$ cat src/hw/rtl/ray_axis_rectangle_intersect_core_macros.svh
// Assertion macros for the ray/rectangle intersection core.
`ifndef RAY_AXIS_RECTANGLE_INTERSECT_CORE_MACROS_SVH
`define RAY_AXIS_RECTANGLE_INTERSECT_CORE_MACROS_SVH

// Same-cycle implication, checked on every rising edge outside reset.
`define RARIC_ASSERT_IMPLY(lbl, ante, cons) \
  lbl: assert property (@(posedge clk) disable iff (rst) (ante) |-> (cons)) \
    else $error("%m: assertion failed");

// Condition that must hold on every rising edge outside reset.
`define RARIC_ASSERT_ALWAYS(lbl, cond) \
  lbl: assert property (@(posedge clk) disable iff (rst) (cond)) \
    else $error("%m: assertion failed");

`endif

$ cat src/hw/rtl/raric_div_cell.sv
// One restoring division cell: resolves one quotient bit and passes the beat on.
module raric_div_cell #(
  parameter int W  = 32,
  parameter int NB = 31,
  parameter int PW = 1
) (
  input  logic          clk,
  input  logic          rst,
  input  logic          vin,
  input  logic [W-1:0]  rem_in,
  input  logic [W-1:0]  den_in,
  input  logic [NB-1:0] num_in,
  input  logic [NB-1:0] quo_in,
  input  logic [PW-1:0] side_in,
  output logic          vout,
  output logic [W-1:0]  rem_out,
  output logic [W-1:0]  den_out,
  output logic [NB-1:0] num_out,
  output logic [NB-1:0] quo_out,
  output logic [PW-1:0] side_out
);

  logic [W:0]   r2;
  logic [W+1:0] diff;
  logic         ge;

  assign r2   = {rem_in, num_in[NB-1]};
  assign diff = {1'b0, r2} - {2'b00, den_in};
  assign ge   = !diff[W+1];

  always_ff @(posedge clk) begin
    if (rst) begin
      vout <= 1'b0;
    end else begin
      vout <= vin;
    end
    rem_out  <= ge ? diff[W-1:0] : r2[W-1:0];
    den_out  <= den_in;
    num_out  <= {num_in[NB-2:0], 1'b0};
    quo_out  <= {quo_in[NB-2:0], ge};
    side_out <= side_in;
  end

endmodule

$ cat src/hw/rtl/raric_div_chain.sv
// Row of division cells, one quotient bit per cell, one beat per cycle.
module raric_div_chain #(
  parameter int W  = 32,
  parameter int NB = 31,
  parameter int PW = 1
) (
  input  logic          clk,
  input  logic          rst,
  input  logic          vin,
  input  logic [W-1:0]  rem_in,
  input  logic [W-1:0]  den_in,
  input  logic [NB-1:0] num_in,
  input  logic [PW-1:0] side_in,
  output logic          vout,
  output logic [NB-1:0] quo_out,
  output logic [PW-1:0] side_out
);

  logic [NB:0]           v;
  logic [NB:0][W-1:0]    rem;
  logic [NB:0][W-1:0]    den;
  logic [NB:0][NB-1:0]   num;
  logic [NB:0][NB-1:0]   quo;
  logic [NB:0][PW-1:0]   side;

  assign v[0]    = vin;
  assign rem[0]  = rem_in;
  assign den[0]  = den_in;
  assign num[0]  = num_in;
  assign quo[0]  = '0;
  assign side[0] = side_in;

  for (genvar i = 0; i < NB; i++) begin : g_cell
    raric_div_cell #(.W(W), .NB(NB), .PW(PW)) u_cell (
      .clk(clk), .rst(rst),
      .vin(v[i]), .rem_in(rem[i]), .den_in(den[i]), .num_in(num[i]),
      .quo_in(quo[i]), .side_in(side[i]),
      .vout(v[i+1]), .rem_out(rem[i+1]), .den_out(den[i+1]), .num_out(num[i+1]),
      .quo_out(quo[i+1]), .side_out(side[i+1])
    );
  end

  assign vout     = v[NB];
  assign quo_out  = quo[NB];
  assign side_out = side[NB];

endmodule

$ cat config.mk
export PLATFORM = sky130hd
export DESIGN_NAME = raric_div_chain
export DESIGN_NICKNAME = d
export VERILOG_FILES = /design/src/hw/rtl/ray_axis_rectangle_intersect_core_macros.svh /design/src/hw/rtl/raric_div_cell.sv /design/src/hw/rtl/raric_div_chain.sv
export SDC_FILE = /design/constraint.sdc
export NUM_CORES = 2
export LEC_CHECK = 0
export BUFFER_PORTS_ARGS = -buffer_cell sky130_fd_sc_hd__buf_2
export CAP_MARGIN = 20
export CORE_MARGIN = 2
export CORE_UTILIZATION = 55
export CTS_CLUSTER_SIZE = 14
export DETAILED_ROUTE_END_ITERATION = 12
export PLACE_DENSITY = 0.79
export SYNTH_ARGS = -nofsm -noshare
export SYNTH_HDL_FRONTEND = slang
export SYNTH_SLANG_ARGS = --single-unit
$ cat constraint.sdc
create_clock -name clk -period 4.5 [get_ports clk]
set_clock_uncertainty 0.1 [all_clocks]
set_input_delay 0.45 -clock clk [delete_from_list [all_inputs] [get_ports clk]]
set_output_delay 0.45 -clock clk [all_outputs]
set_load 0.03 [all_outputs]
==> results.toml <==
[sta]
period_share_pct = 93.5
slew_headroom_pct = 32.0
tightest_slew_ps = 1020
tns_ps = 0
period_needed_ps = 4210
clock.fmax_ghz = 0.238
setup_ws_ps = 295
rsz0062_at_grt = "false"
hold_violations = 0
maxSlewViolCount = 0
setup_viol = 0

[critical_path]
cp.arrival_ps = 4870
crit_path_start = "g_cell[12].u_cell.den_out[7]$_DFF_P_"
path_max_fanout = 51
crit_path_end_kind = "flip-flop"
reg2reg_depth = 13
reg2reg_from = "g_cell[12].u_cell.den_out[7]$_DFF_P_"
r2r_setup_slack_ps = 290
cp-start-kind = "flip-flop"
cp.required_ps = 5160
critPathKind = "flip-flop to flip-flop"
cp-endpoint = "g_cell[13].u_cell.rem_out[20]$_DFF_P_"
r2r_end = "g_cell[13].u_cell.rem_out[20]$_DFF_P_"

[clocking]
cts_tree = "done"
htreeDepth = 5
cts-buffers-inserted = 313
cts_sinks = 2943
cts_buffer_depth = 4
clk_latency_ps = 950
cts-root-buf = "clkbuf_16"
clkTransAtPathRegs_ps = 60

[route]
dr_total_vias = 85500
wl_per_cell_um = 16.9
ant_nets = 0
drt-total-wl_um = 262000
vias_per_cell = 5.51
drtIter0Drc = 5392
firstDrtPassIters = 6
drc = 0

[synthesis]
ys_warn_count = 0
synth_area_leaders = "dfxtp_1 (49%), ha_1 (10%), a21oi_1 (4.4%), inv_1 (3.9%), xnor2_1 (3.6%)"
synth_area_um2 = 119000
synth_fp_nets = 13200
ys_types = 86
ys_ff_latch = 2943
syn_inst = 12100
yosysSeqAreaShare_pct = 49.4
synth-main-ff-cell = "dfxtp_1"
synth_top_cell_by_area = "dfxtp_1"
synth_async_sr_flop_share_pct = 0
synth_top_area_share_pct = 49.4
avgSynthCellArea_um2 = 9.87
synth_edf_count = 0

[final_layout]
mostFrequentLayoutCell = "dfxtp_1"
layout.nets = 13600
syn2layout_area_growth_pct = 13.0
final_cell_mix = "dfxtp_1 (2943), inv_1 (1233), a21oi_1 (1042), ha_1 (991), nor2_1 (794)"
final_util_pct = 62.6
instances_no_fill = 15500
drive_above_1_share_pct = 9.10

[pwr]
leakagePower_nw = 62.0
swShare_pct = 36.9
power.switching_mw = 42.1
p_int_mw = 72.0
clkPwrFrac_pct = 22.1
finalPower_mw = 114
combPwrFrac_pct = 44.3
power_density_nw_per_um2 = 848
irDropWorstVdd_uv = 679
pwr-share-seq_pct = 33.6

[die]
initial_core_util_pct = 55.4
coreArea_um2 = 215000
die_y_um = 469
rows = 170
die_area_um2 = 220000
io_pins = 132
die_x_um = 469

[grt]
grt_pass1_vias = 86400
antenna_found_initial = 4
grtUsageTotal_pct = 23.2
grt.overflow.total = 0
grt_max_degree = 60
grt_pass1_wl_um = 428000

[min_path]
hp-class = "primary input to flip-flop"

[run]
maxCapViolCount = 0

[placed_design]
gp_congestion = 0.963
dp_cells = 14900
hpwl_um = 196000
io_buffers = 131
post-place-ws_ps = 175

[run_status]
outcome = "finished clean"
## power groups by stage
stage	combinational, mW	sequential, mW	clock [mW]
2_1_floorplan	39.3	36.8	0
3_3_place_gp	47.8	38.7	0
3_5_place_dp	49.3	38.8	0
4_1_cts	50.0	38.3	25.8
5_1_grt	56.3	38.9	26.9
6_report	50.5	38.3	25.3
## Yosys cell counts, types with 24 or more instances
cell,instances
nor3_1,127
dfxtp_1,2943
fa_1,30
clkbuf_1,174
nand2b_1,116
a21oi_1,1044
xnor2_1,496
a21o_1,443
mux2_2,359
or2_2,29
mux2i_1,24
a211oi_1,103
o31ai_1,52
o21ai_0,630
nand2_1,666
or3_1,28
nand4_1,109
and3_1,77
a31o_2,27
mux2_1,45
inv_1,1233
o31a_1,26
and2_1,35
nor2b_1,140
buf_2,47
o211ai_1,43
nor2_1,794
o21a_1,126
nand3_1,162
ha_1,991
xor2_1,305
a31oi_1,121
o21bai_1,114
## through the flow
step	instance area, um^2	hold WS (ps)
after global routing	135000	35.3
after CTS	135000	3.62
after floorplan	119000	210
final	135000	58.3
after detailed placement	123000	212
after global placement	123000	209
## layout make-up
cell class / count / area [um^2]
flip-flops and latches: 2943 / 58900
fillers: 17100 / 80400
inverters: 1237 / 4640
repair buffers: 319 / 2490
well taps: 2838 / 3550
clock inverters: 115 / 1330
diodes: 3 / 7.51
clock buffers: 415 / 8850
multi-input cells: 7652 / 54800
## how the worst min path moves through the flow
stage	from	to	slack, ps	cells past startpoint
final	num_in[7]	g_cell[0].u_cell.num_out[8]$_DFF_P_	60	2
after detailed placement	g_cell[3].u_cell.num_out[5]$_DFF_P_	g_cell[4].u_cell.num_out[6]$_DFF_P_	210	0
after floorplan	g_cell[9].u_cell.num_out[10]$_DFF_P_	g_cell[10].u_cell.num_out[11]$_DFF_P_	210	0
after global routing	num_in[7]	g_cell[0].u_cell.num_out[8]$_DFF_P_	40	2
after CTS	num_in[3]	g_cell[0].u_cell.num_out[4]$_DFF_P_	4	2
after global placement	g_cell[1].u_cell.num_out[12]$_DFF_P_	g_cell[2].u_cell.num_out[13]$_DFF_P_	210	0
## critical path, stage by stage (launching register included)
cell,delay [ps]
dfxtp_1,400
inv_1,60
ha_1,380
nand4_1,200
a211oi_1,290
o31ai_1,190
a31oi_1,630
a21oi_1,260
o211ai_1,530
o21ai_4,200
buf_12,220
inv_2,120
nor2_1,40
a31oi_1,380
## sequential cells by signal, summed over array words and instances (netlist names)
register                flops
g_cell.u_cell.den_out     960
g_cell.u_cell.quo_out     496
g_cell.u_cell.vout         31
g_cell.u_cell.rem_out     960
g_cell.u_cell.num_out     465
g_cell.u_cell.side_out     31
## metal layers
metal	up-vias	track usage (%)	part of all wire (%)
li1	42300	-	-
met1	40100	26.0	40
met2	2284	42.9	51
met3	823	3.15	3.9
met4	0	11.6	5.1
met5	-	0	0
## what timing repair did
item,CTS,global route
setup buffers,0,0
setup endpoints to repair,0,25
hold buffers,111,0
resized for setup,0,2
endpoints found under the hold margin,126,0
## logic make-up (layout without fill, tap and decap cells)
kind of cell,count (synthesis),in the layout,synth area share [%]
adder cells (fa/ha/maj),1021,1021,10.9
AO/OA/AOI/OAI,3034,3035,15.8
XOR/XNOR,801,801,5.89
buffers and inverters,1480,2086,4.73
other,0,3,0
AND/OR/NAND/NOR,2367,2367,9.17
flip-flops,2943,2943,49.4
multiplexers,428,428,4.02
Power figures use the tool's default switching activity.
